File: src/rtl/gwm_pkg.sv
`default_nettype none
package gwm_pkg;

    // pattern store size used when the top level is not overridden
    localparam int MAX_PATTERN_DEF = 32;

    // configuration port geometry
    localparam int CFG_IDX_W  = 3;
    localparam int CFG_DATA_W = 64;
    localparam int LEN_W      = 6;

    // register indexes
    localparam logic [CFG_IDX_W-1:0] REG_PAT0 = 3'd0;
    localparam logic [CFG_IDX_W-1:0] REG_PAT1 = 3'd1;
    localparam logic [CFG_IDX_W-1:0] REG_PAT2 = 3'd2;
    localparam logic [CFG_IDX_W-1:0] REG_PAT3 = 3'd3;
    localparam logic [CFG_IDX_W-1:0] REG_LEN  = 3'd4;

    // special characters
    localparam logic [7:0] CH_STAR  = 8'h2A;
    localparam logic [7:0] CH_QMARK = 8'h3F;
    localparam logic [7:0] CH_DOT   = 8'h2E;
    localparam logic [7:0] CH_UP_A  = 8'h41;
    localparam logic [7:0] CH_UP_Z  = 8'h5A;
    localparam logic [7:0] CASE_OFS = 8'h20;

    // commands from the controller to the datapath
    typedef struct packed {
        logic accept;     // latch the incoming word
        logic char_step;  // one step of character matching
        logic verd_step;  // one step of the end-of-name check
        logic emit;       // load the result register and clear name state
    } t_cmd;

    // status from the datapath to the controller
    typedef struct packed {
        logic item_empty;
        logic item_last;
        logic char_done;
        logic verd_known;
        logic out_free;
    } t_sts;

    // ascii upper case to lower case
    function automatic logic [7:0] lower_byte(input logic [7:0] c);
        logic [7:0] r;
        r = c;
        if (c >= CH_UP_A && c <= CH_UP_Z) begin
            r = c + CASE_OFS;
        end
        return r;
    endfunction

endpackage
`default_nettype wire

File: src/rtl/gwm_in_if.sv
`default_nettype none
interface gwm_in_if;
    logic       valid;
    logic       ready;
    logic [7:0] name_char;
    logic       last_char;
    logic       empty_name;

    modport source (output valid, output name_char, output last_char, output empty_name,
                    input ready);
    modport sink (input valid, input name_char, input last_char, input empty_name,
                  output ready);
endinterface
`default_nettype wire

File: src/rtl/gwm_out_if.sv
`default_nettype none
interface gwm_out_if;
    logic valid;
    logic ready;
    logic matched;

    modport source (output valid, output matched, input ready);
    modport sink (input valid, input matched, output ready);
endinterface
`default_nettype wire

File: src/rtl/gwm_ctrl.sv
`default_nettype none
module gwm_ctrl (
    input  wire logic          i_clk,
    input  wire logic          i_rst_n,
    input  wire logic          i_in_valid,
    output logic               o_in_ready,
    input  wire gwm_pkg::t_sts i_sts,
    output gwm_pkg::t_cmd      o_cmd
);
    import gwm_pkg::*;

    typedef enum logic [1:0] {
        S_IDLE,
        S_CHAR,
        S_VERD
    } t_state;

    t_state r_state, n_state;
    logic   r_ready, n_ready;

    // commands follow the current state
    always_comb begin
        o_cmd           = '0;
        o_cmd.accept    = (r_state == S_IDLE) && r_ready && i_in_valid;
        o_cmd.char_step = (r_state == S_CHAR) && !i_sts.item_empty;
        o_cmd.verd_step = (r_state == S_VERD) && !i_sts.verd_known;
        o_cmd.emit      = (r_state == S_VERD) && i_sts.verd_known && i_sts.out_free;
    end

    // next state
    always_comb begin
        n_state = r_state;
        n_ready = r_ready;
        case (r_state)
            S_IDLE: begin
                n_ready = 1'b1;
                if (r_ready && i_in_valid) begin
                    n_ready = 1'b0;
                    n_state = S_CHAR;
                end
            end
            S_CHAR: begin
                // an empty-name word skips the match step and goes to the verdict
                if (i_sts.item_empty) begin
                    n_state = S_VERD;
                end else if (i_sts.char_done) begin
                    if (i_sts.item_last) begin
                        n_state = S_VERD;
                    end else begin
                        n_state = S_IDLE;
                        n_ready = 1'b1;
                    end
                end
            end
            S_VERD: begin
                if (i_sts.verd_known && i_sts.out_free) begin
                    n_state = S_IDLE;
                    n_ready = 1'b1;
                end
            end
            default: begin
                n_state = S_IDLE;
                n_ready = 1'b0;
            end
        endcase
    end

    // state and registered ready
    always_ff @(posedge i_clk) begin
        if (!i_rst_n) begin
            r_state <= S_IDLE;
            r_ready <= 1'b0;
        end else begin
            r_state <= n_state;
            r_ready <= n_ready;
        end
    end

    assign o_in_ready = r_ready;

endmodule
`default_nettype wire

File: src/rtl/gwm_dp.sv
`default_nettype none
module gwm_dp #(
    parameter int MAX_PATTERN = 32
) (
    input  wire logic                              i_clk,
    input  wire logic                              i_rst_n,
    input  wire gwm_pkg::t_cmd                     i_cmd,
    output gwm_pkg::t_sts                          o_sts,
    input  wire logic [7:0]                        i_name_char,
    input  wire logic                              i_last_char,
    input  wire logic                              i_empty_name,
    input  wire logic                              i_cfg_we,
    input  wire logic [gwm_pkg::CFG_IDX_W-1:0]     i_cfg_index,
    input  wire logic [gwm_pkg::CFG_DATA_W-1:0]    i_cfg_data,
    output logic                                   o_valid,
    output logic                                   o_matched,
    input  wire logic                              i_out_ready
);
    import gwm_pkg::*;

    localparam int POS_W = $clog2(MAX_PATTERN + 1);
    localparam int IDX_W = (MAX_PATTERN > 1) ? $clog2(MAX_PATTERN) : 1;

    // pattern configuration
    logic [7:0]       r_pat [MAX_PATTERN];
    logic [LEN_W-1:0] r_len;

    // latched word
    logic [7:0] r_c;
    logic       r_last, r_empty;

    // per-name state
    logic [POS_W-1:0] r_pos, n_pos;
    logic             r_wild, n_wild;
    logic             r_skip, n_skip;
    logic             r_fail, n_fail;
    logic [1:0]       r_seen, n_seen;
    logic             r_dots, n_dots;

    // result register
    logic r_out_valid, r_out_matched;

    logic [POS_W-1:0] eff_len;
    logic [7:0]       pat_cur;
    logic [7:0]       c_low;
    logic             pos_in;
    logic             verd_val;

    // configuration writes, eight bytes per word
    always_ff @(posedge i_clk) begin
        if (!i_rst_n) begin
            for (int b = 0; b < MAX_PATTERN; b++) begin
                r_pat[b] <= '0;
            end
            r_len <= '0;
        end else if (i_cfg_we) begin
            for (int b = 0; b < MAX_PATTERN; b++) begin
                if (i_cfg_index == CFG_IDX_W'(b >> 3)) begin
                    r_pat[b] <= i_cfg_data[(b & 7) * 8 +: 8];
                end
            end
            if (i_cfg_index == REG_LEN) begin
                r_len <= i_cfg_data[LEN_W-1:0];
            end
        end
    end

    // length clamped to the store size
    always_comb begin
        if (r_len > LEN_W'(MAX_PATTERN)) begin
            eff_len = POS_W'(MAX_PATTERN);
        end else begin
            eff_len = POS_W'(r_len);
        end
    end

    assign pat_cur = lower_byte(r_pat[r_pos[IDX_W-1:0]]);
    assign pos_in  = (r_pos < eff_len);
    assign c_low   = lower_byte(i_name_char);

    // end-of-name verdict and character matching
    always_comb begin
        n_pos  = r_pos;
        n_wild = r_wild;
        n_skip = r_skip;
        n_fail = r_fail;
        n_seen = r_seen;
        n_dots = r_dots;

        o_sts            = '0;
        o_sts.item_empty = r_empty;
        o_sts.item_last  = r_last;
        o_sts.out_free   = !r_out_valid || i_out_ready;
        o_sts.char_done  = 1'b1;

        // verdict
        verd_val = 1'b0;
        if (r_fail || r_skip) begin
            o_sts.verd_known = 1'b1;
        end else if (pos_in) begin
            o_sts.verd_known = (pat_cur != CH_STAR);
        end else begin
            o_sts.verd_known = 1'b1;
            verd_val = !(r_dots && (r_seen == 2'd1 || r_seen == 2'd2));
        end

        // name statistics for the dot-name check
        if (i_cmd.accept && !i_empty_name) begin
            if (r_seen != 2'd3) begin
                n_seen = r_seen + 2'd1;
            end
            if (c_low != CH_DOT) begin
                n_dots = 1'b0;
            end
        end

        // one matching step
        if (i_cmd.char_step) begin
            if (r_fail) begin
                n_fail = 1'b1;
            end else if (r_skip) begin
                if (r_c == pat_cur) begin
                    n_skip = 1'b0;
                    n_wild = 1'b0;
                    n_pos  = r_pos + POS_W'(1);
                end
            end else if (pos_in && pat_cur == CH_STAR) begin
                n_wild          = 1'b1;
                n_pos           = r_pos + POS_W'(1);
                o_sts.char_done = 1'b0;
            end else if (!pos_in) begin
                if (!r_wild) begin
                    n_fail = 1'b1;
                end
            end else if (pat_cur == CH_QMARK || pat_cur == r_c) begin
                n_pos = r_pos + POS_W'(1);
            end else if (r_wild) begin
                n_skip = 1'b1;
            end else begin
                n_fail = 1'b1;
            end
        end

        // walk over trailing stars
        if (i_cmd.verd_step) begin
            n_pos = r_pos + POS_W'(1);
        end

        // verdict delivered, start a new name
        if (i_cmd.emit) begin
            n_pos  = '0;
            n_wild = 1'b0;
            n_skip = 1'b0;
            n_fail = 1'b0;
            n_seen = '0;
            n_dots = 1'b1;
        end
    end

    // latched word payload
    always_ff @(posedge i_clk) begin
        if (i_cmd.accept) begin
            r_c     <= c_low;
            r_last  <= i_last_char;
            r_empty <= i_empty_name;
        end
    end

    // name state
    always_ff @(posedge i_clk) begin
        if (!i_rst_n) begin
            r_pos  <= '0;
            r_wild <= 1'b0;
            r_skip <= 1'b0;
            r_fail <= 1'b0;
            r_seen <= '0;
            r_dots <= 1'b1;
        end else begin
            r_pos  <= n_pos;
            r_wild <= n_wild;
            r_skip <= n_skip;
            r_fail <= n_fail;
            r_seen <= n_seen;
            r_dots <= n_dots;
        end
    end

    // result register
    always_ff @(posedge i_clk) begin
        if (!i_rst_n) begin
            r_out_valid <= 1'b0;
        end else if (i_cmd.emit) begin
            r_out_valid <= 1'b1;
        end else if (i_out_ready) begin
            r_out_valid <= 1'b0;
        end
    end

    always_ff @(posedge i_clk) begin
        if (i_cmd.emit) begin
            r_out_matched <= verd_val;
        end
    end

    assign o_valid   = r_out_valid;
    assign o_matched = r_out_matched;

endmodule
`default_nettype wire

File: src/rtl/greedy_wildcard_name_matcher_core.sv
// each word is taken in idle, then matched, with an extra step per '*' passed before
// the next literal; a final word then walks trailing '*' in the verdict state, which
// waits for a free result register; no new word is taken until these steps are done
// the result register lets the next name start while a verdict waits to be taken
// reset: synchronous active low, clears pattern, length, name state and result valid
`default_nettype none
module greedy_wildcard_name_matcher_core #(
    parameter int MAX_PATTERN = gwm_pkg::MAX_PATTERN_DEF
) (
    input  wire logic                              i_clk,
    input  wire logic                              i_rst_n,
    gwm_in_if.sink                                 i_item,
    gwm_out_if.source                              o_result,
    input  wire logic                              i_cfg_we,
    input  wire logic [gwm_pkg::CFG_IDX_W-1:0]     i_cfg_index,
    input  wire logic [gwm_pkg::CFG_DATA_W-1:0]    i_cfg_data
);
    import gwm_pkg::*;

    t_cmd cmd;
    t_sts sts;

    // sequencing
    gwm_ctrl u_ctrl (
        .i_clk      (i_clk),
        .i_rst_n    (i_rst_n),
        .i_in_valid (i_item.valid),
        .o_in_ready (i_item.ready),
        .i_sts      (sts),
        .o_cmd      (cmd)
    );

    // pattern store, match state and result register
    gwm_dp #(
        .MAX_PATTERN (MAX_PATTERN)
    ) u_dp (
        .i_clk        (i_clk),
        .i_rst_n      (i_rst_n),
        .i_cmd        (cmd),
        .o_sts        (sts),
        .i_name_char  (i_item.name_char),
        .i_last_char  (i_item.last_char),
        .i_empty_name (i_item.empty_name),
        .i_cfg_we     (i_cfg_we),
        .i_cfg_index  (i_cfg_index),
        .i_cfg_data   (i_cfg_data),
        .o_valid      (o_result.valid),
        .o_matched    (o_result.matched),
        .i_out_ready  (o_result.ready)
    );

endmodule
`default_nettype wire

File: src/flat_wrapper.sv
// flat-port wrapper written by rule: the top's interface ports become plain ports
module greedy_wildcard_name_matcher_core_flat import gwm_pkg::*;
#(
    parameter int MAX_PATTERN = gwm_pkg::MAX_PATTERN_DEF
)
  (i_clk, i_rst_n, i_cfg_we, i_cfg_index, i_cfg_data, i_item_valid, i_item_name_char, i_item_last_char, i_item_empty_name, i_item_ready, o_result_valid, o_result_matched, o_result_ready);
  gwm_in_if i_item_i ();
  gwm_out_if o_result_i ();
  input  wire logic i_clk;
  input  wire logic i_rst_n;
  input  wire logic i_cfg_we;
  input  wire logic [gwm_pkg::CFG_IDX_W-1:0] i_cfg_index;
  input  wire logic [gwm_pkg::CFG_DATA_W-1:0] i_cfg_data;
  input wire logic [$bits(i_item_i.valid)-1:0] i_item_valid;
  input wire logic [$bits(i_item_i.name_char)-1:0] i_item_name_char;
  input wire logic [$bits(i_item_i.last_char)-1:0] i_item_last_char;
  input wire logic [$bits(i_item_i.empty_name)-1:0] i_item_empty_name;
  output wire logic [$bits(i_item_i.ready)-1:0] i_item_ready;
  output wire logic [$bits(o_result_i.valid)-1:0] o_result_valid;
  output wire logic [$bits(o_result_i.matched)-1:0] o_result_matched;
  input wire logic [$bits(o_result_i.ready)-1:0] o_result_ready;
  assign i_item_i.valid = i_item_valid;
  assign i_item_i.name_char = i_item_name_char;
  assign i_item_i.last_char = i_item_last_char;
  assign i_item_i.empty_name = i_item_empty_name;
  assign i_item_ready = i_item_i.ready;
  assign o_result_valid = o_result_i.valid;
  assign o_result_matched = o_result_i.matched;
  assign o_result_i.ready = o_result_ready;
  greedy_wildcard_name_matcher_core #(.MAX_PATTERN(MAX_PATTERN)) u_core (.i_clk(i_clk), .i_rst_n(i_rst_n), .i_item(i_item_i), .o_result(o_result_i), .i_cfg_we(i_cfg_we), .i_cfg_index(i_cfg_index), .i_cfg_data(i_cfg_data));
endmodule
File: config.mk
export PLATFORM = sky130hd
export DESIGN_NAME = greedy_wildcard_name_matcher_core_flat
export DESIGN_NICKNAME = d
export VERILOG_FILES = /design/src/rtl/gwm_pkg.sv /design/src/rtl/gwm_in_if.sv /design/src/rtl/gwm_out_if.sv /design/src/rtl/gwm_ctrl.sv /design/src/rtl/gwm_dp.sv /design/src/rtl/greedy_wildcard_name_matcher_core.sv /design/src/flat_wrapper.sv
export SDC_FILE = /design/constraint.sdc
export NUM_CORES = 1
export LEC_CHECK = 0
export ABC_AREA = 1
export BUFFER_PORTS_ARGS = -buffer_cell sky130_fd_sc_hd__buf_2
export CAP_MARGIN = 20
export CELL_PAD_IN_SITES_DETAIL_PLACEMENT = 0
export CELL_PAD_IN_SITES_GLOBAL_PLACEMENT = 1
export CORE_MARGIN = 8
export CORE_UTILIZATION = 34
export CTS_CLUSTER_DIAMETER = 120
export CTS_CLUSTER_SIZE = 14
export DETAILED_ROUTE_END_ITERATION = 8
export PLACE_DENSITY_LB_ADDON = 0.1
export SLEW_MARGIN = 30
export SYNTH_ARGS = -nofsm -noshare
export SYNTH_HDL_FRONTEND = slang
export SYNTH_SLANG_ARGS = --single-unit
File: constraint.sdc
create_clock -name i_clk -period 7.5 [get_ports i_clk]
set_clock_uncertainty 0.2 [all_clocks]
set_input_delay 1.5 -clock i_clk [delete_from_list [all_inputs] [get_ports i_clk]]
set_output_delay 1.5 -clock i_clk [all_outputs]
set_load 0.01 [all_outputs]
# Word-level counts from Yosys, hierarchy flattened
# Memory sizes are Yosys's and may differ from the RTL's. A register that Yosys moved wholly into a read port is not among the register bits.
# Cells that the tools add are included.
# word_totals
ramBits	256
output_inout_bits	3
regBits	33
memories	1
elab_cells	219
# mem_list
name	depth	word_bits	rd	rd_clocked_by_memory_dff	write_ports	line	rtl
u_core.u_dp.r_pat	32	8	1	1	32	gwm_dp.sv:25	logic [7:0] r_pat [MAX_PATTERN];
# classes
addsub	4
n_eq_ne	24
bitwise	34
reduce_logical	39
order_cmp	6
n_mux	97
# op_table
operator	n
8-bit two-way mux	34
6-bit two-way mux	9
1-bit two-way mux	45
1-bit OR	32
8-bit by 6-bit adder with 8-bit output, second input constant	2
8-bit by 6-bit equality test with 1-bit output, second input constant	2
8-bit equality test	2
8-bit by 7-bit greater-or-equal comparator with 1-bit output, second input constant	2
8-bit by 7-bit <= comparator with 1-bit output, second input constant	2
8-bit by 6-bit != test with 1-bit output, second input constant	2
1-bit logical AND	13
2-bit two-way mux	5
5-bit two-way mux	2
2-bit by 1-bit != test with 1-bit output, second input constant	5
2-bit AND reduction	4
4-bit AND reduction	2
4-bit nonzero test	2
6-bit by 1-bit adder with 6-bit output, second input constant	1
3-bit by 2-bit equality test with 1-bit output, second input constant	2
6-bit > comparator, second input constant	1
6-bit < comparator	1
2-bit != test, second input constant	3
2-bit one-hot mux with 3 select lines	1
2-bit nonzero test	3
other kinds (16)	27

# Longest topological paths before layout
# logic_depth
ltp_word	14
depth_mapped	28
depth_no_buf	25

# Cells and area by module
# Synthesis repeated with hierarchy kept, for this count alone.
# unflattened
cells_unflattened	1467
hier_area_um2	13799.5
# modules_own_cells
mod	cells_per_inst	instances	area_each_um2	seq_area_each_um2
gwm_dp	1421	1	13515.5	8498.2
gwm_ctrl	46	1	284.0	60.1

# Least setup slack after synthesis
# Ideal clock, no wire load.
# synth_timing
path_type	input port to flip-flop
from	in i_cfg_we
to	mem u_core.u_dp.r_pat[0][0], enable pin
cell_stages	4
arrival_time_ns	6.500
setup_slack_ns	0.218
t_required_ns	6.718
path_buffers	0
setup_ns	0.582
path_cell_list	inv_1 nor2_1 inv_1 o31ai_1
# synth_rtl
element	line	rtl
from (decl)	flat_wrapper.sv:11	input wire logic i_cfg_we;
to (decl)	gwm_dp.sv:25	

==> summary.txt <==
Clock tree
  – Deepest clock path buffer count: 3
  – Number of sinks handled by clock tree synthesis: 294
  – Cts repair resizes: 0
  – Hold Buf Count CTS: 0
  – Root buffer cell: clkbuf_16
  – Skew-Pair Late Insertion Delay: 530 ps
  – Post-CTS setup repair buffer count: 0
  – Level count of the clock H-tree: 1
  – Worst-path clk slew: 70 ps
  – Clock tree from TritonCTS: yes
  – Clock buffers created by TritonCTS: 24

Worst hold path
  – Type of the tightest min-delay check: reg2reg
  – Startpoint of the worst hold path: u_core.u_dp.r_dots

Floorplanning
  – Die boundary height: 218.0 um
  – Initial cell density of the core: 0.3422
  – Count of pins on the block boundary: 85
  – Floorplan Core Area: 40550 um^2
  – Die Outline Area: 47540 um^2
  – Core Rows: 74
  – Die span in x: 218.0 um

Routing
  – Via total after detailed routing: 10053
  – DR pass1 iterations: 5
  – Post-detailed-routing wire length: 38.82 mm
  – WL/cell: 18.43 um
  – DRC violation total after the first TritonRoute iteration: 572
  – Antenna viol nets, final: 0
  – Via-to-Cell Ratio: 4.774
  – Post-route DRC: 0

Layout
  – Filler-free cell count of the finished design: 2106
  – Final nets: 1651
  – Fraction of layout cells with a size suffix above 1: 0.09403
  – Area growth from synthesis to final layout: 11.10%
  – Final core area utilization: 0.3802
  – Fill cell instance count of the final layout: 4205
  – Most common library cell in the layout ignoring fill and taps: nand2_1
  – Highest-count cells in the layout ignoring fill and taps: nand2_1 (463), edfxtp_1 (267), nand3_1 (214)
  – Final antenna diode count: 0

Place
  – Count of buffers inserted at the top-level ports: 84
  – Placed Cells: 2062
  – Detailed-placement wirelength estimate: 23.63 mm
  – Final GP Congestion: 0.7615

Yosys
  – Seq/Total Area, Yosys: 0.6167
  – Flop and latch count out of synthesis: 294
  – Total nets after synthesis: 1599
  – Count of mapped cells out of synthesis: 1504
  – Count of cell types in the netlist: 37
  – Yosys warning total: 0
  – Fraction of registers with async set or reset after synthesis: 0
  – Cell types with the largest area share after synthesis: edfxtp_1 (58%), nand2_1 (13%), nand3_1 (7.8%), nor2_1 (4.8%), inv_1 (4.5%)
  – Post-synth top area cell: edfxtp_1
  – Synth top area share: 0.5777
  – Post-synthesis cell area: 13880 um^2
  – Leading register cell type out of synthesis: edfxtp_1
  – Mean instance size in the synthesized netlist: 9.228 um^2
  – Number of enable flip-flop cells after synthesis: 267

Worst setup path
  – Required time reported for the critical path endpoint: 7770 ps
  – Count of buffer and inverter cells on the critical path: 3
  – Nature of the critical path endpoint: flip-flop
  – Arrival time worst endpoint: 4810 ps
  – Element type at the critical path start: flip-flop
  – Worst setup path class: reg2reg
  – Largest delay share family, worst path: simple AND/OR/NAND/NOR gates
  – Critical-path cell with the highest stage delay: dfxtp_4
  – Longest individual stage delay on the worst path: 760 ps
  – Maximum fanout count along the critical path: 74
  – Cell with the most instances on the worst path: nand2_1

GRT
  – Vias in the first global route: 10167
  – Largest net degree at the start of global routing: 75
  – Number of antenna violations at the first check in global routing: 0
  – Final global-route overflow total: 0
  – First-pass GRT wire length: 59.86 mm
  – Global router's overall resource usage: 0.1618

STA
  – Number of hold-slack violations in the final timing report: 0
  – Pin slew with the least headroom to its limit: 942.2 ps
  – Max-Slew Margin vs Limit: 0.3718
  – Final worst-path cycle share: 0.6055
  – Final critical path time including I/O delays and setup: 4542 ps
  – Setup Total Neg Slack: 0 ps
  – Pins Over Slew Limit: 0
  – Total of endpoints with negative setup slack in the final report: 0
  – Setup repair after global routing missed its margin: no
  – Worst hold slack across all endpoints: 260.2 ps
  – Max Clk Rate: 220.2 MHz

Power
  – Static leakage: 6.701 nW
  – P per Cell Area: 227.1 nW/um^2
  – Worst IR drop on VDD: 0.1417 mV

Run
  – Count of max-cap constraint violations: 0

Run status
  – Run status: finished, final reports clean
==> cells in the mapped netlist, types with 2 or more instances <==
| cell | instances |
|---|---|
| xor2_1 | 3 |
| clkinv_1 | 3 |
| dfxtp_1 | 27 |
| nor2_1 | 177 |
| or2_2 | 4 |
| nand3_2 | 2 |
| o21ai_1 | 5 |
| nor3_1 | 6 |
| a21oi_1 | 30 |
| a31oi_1 | 2 |
| o21ai_0 | 13 |
| nand2_2 | 3 |
| buf_4 | 11 |
| buf_2 | 20 |
| edfxtp_1 | 267 |
| nand3b_1 | 2 |
| ha_1 | 13 |
| o211ai_1 | 5 |
| inv_1 | 167 |
| nand3_1 | 215 |
| clkbuf_1 | 28 |
| inv_2 | 2 |
| nor2_2 | 2 |
| nand2_1 | 464 |
| buf_6 | 16 |
| nand4_1 | 6 |
==> metal layers <==
metal / wire length, um / share of wire / vias to the layer above / GRT usage
li1: - / - / 5005 / -
met1: 17940 / 0.46 / 4847 / 0.2139
met2: 18840 / 0.49 / 159 / 0.2793
met3: 1154 / 0.030 / 42 / 0.01942
met4: 886 / 0.023 / 0 / 0.03918
met5: 0 / 0 / - / 0
==> metrics by stage <==
| step | power [W] | worst slack (ps) | instance area [um^2] |
|---|---|---|---|
| 2_1_floorplan | 0.002210 | 218.0 | 13880 |
| 3_3_place_gp | 0.002336 | 2988 | 14680 |
| 3_5_place_dp | 0.002340 | 2917 | 14720 |
| 4_1_cts | 0.003552 | 2874 | 15420 |
| 5_1_grt | 0.003649 | 2414 | 15420 |
| 6_report | 0.003501 | 2958 | 15420 |
==> layout make-up <==
cell class / instances / area, um^2 / area share
Clock buffer: 44 / 696.9 / 0.04520
Inverter: 172 / 646.9 / 0.04195
Multi-Input combinational cell: 962 / 4260 / 0.2763
Sequential cell: 294 / 8563 / 0.5554
Tap cell: 532 / 665.6 / 0.04317
Timing Repair Buffer: 102 / 585.6 / 0.03798
==> state kept, by name (all words and copies together), names as in the netlist, 2 cells and up, named ones only <==
name and count:
u_core.u_dp.r_pat 256, u_core.u_ctrl.r_state 2, u_core.u_dp.r_pos 6, u_core.u_dp.r_c 8, u_core.u_dp.r_seen 2, u_core.u_dp.r_len 6
==> worst min-delay path, delay by kind of cell (launching register included) <==
family           cells  cell delay [ps]
AND/OR/NAND/NOR      2              100
flip-flops           1              320
==> worst paths after layout <==
kind,endpoint,slack (ps),cells after the start
worst max-delay path,flip-flop,2960,25
worst min-delay path,u_core.u_dp.r_dots,260,2
worst max register to register,flip-flop,2960,25
worst min register to register,u_core.u_dp.r_dots,260,2
==> report_power, final <==
part | leakage [nW] | switching [W] | internal [W] | total (W)
registers | 2.81 | 0.0000471 | 0.00193 | 0.00198
clock network | 0.331 | 0.000582 | 0.000624 | 0.00121
logic | 3.57 | 0.000218 | 0.000101 | 0.000319
total | 6.70 | 0.000847 | 0.00265 | 0.00350
==> logic make-up (layout without fill, tap and decap cells) <==
logic type | count (synthesis) | count (layout) | share of synthesized area
buffers and inverters | 248 | 318 | 0.08051
muxes | 1 | 1 | 0.0007213
AOI/OAI and AO/OA | 62 | 62 | 0.02506
DFF | 294 | 294 | 0.6167
xor gates and xnor gates | 4 | 4 | 0.002525
and+or+nand+nor | 882 | 882 | 0.2628
adders and majority gates | 13 | 13 | 0.01172
(Power assumes the default switching activity.)
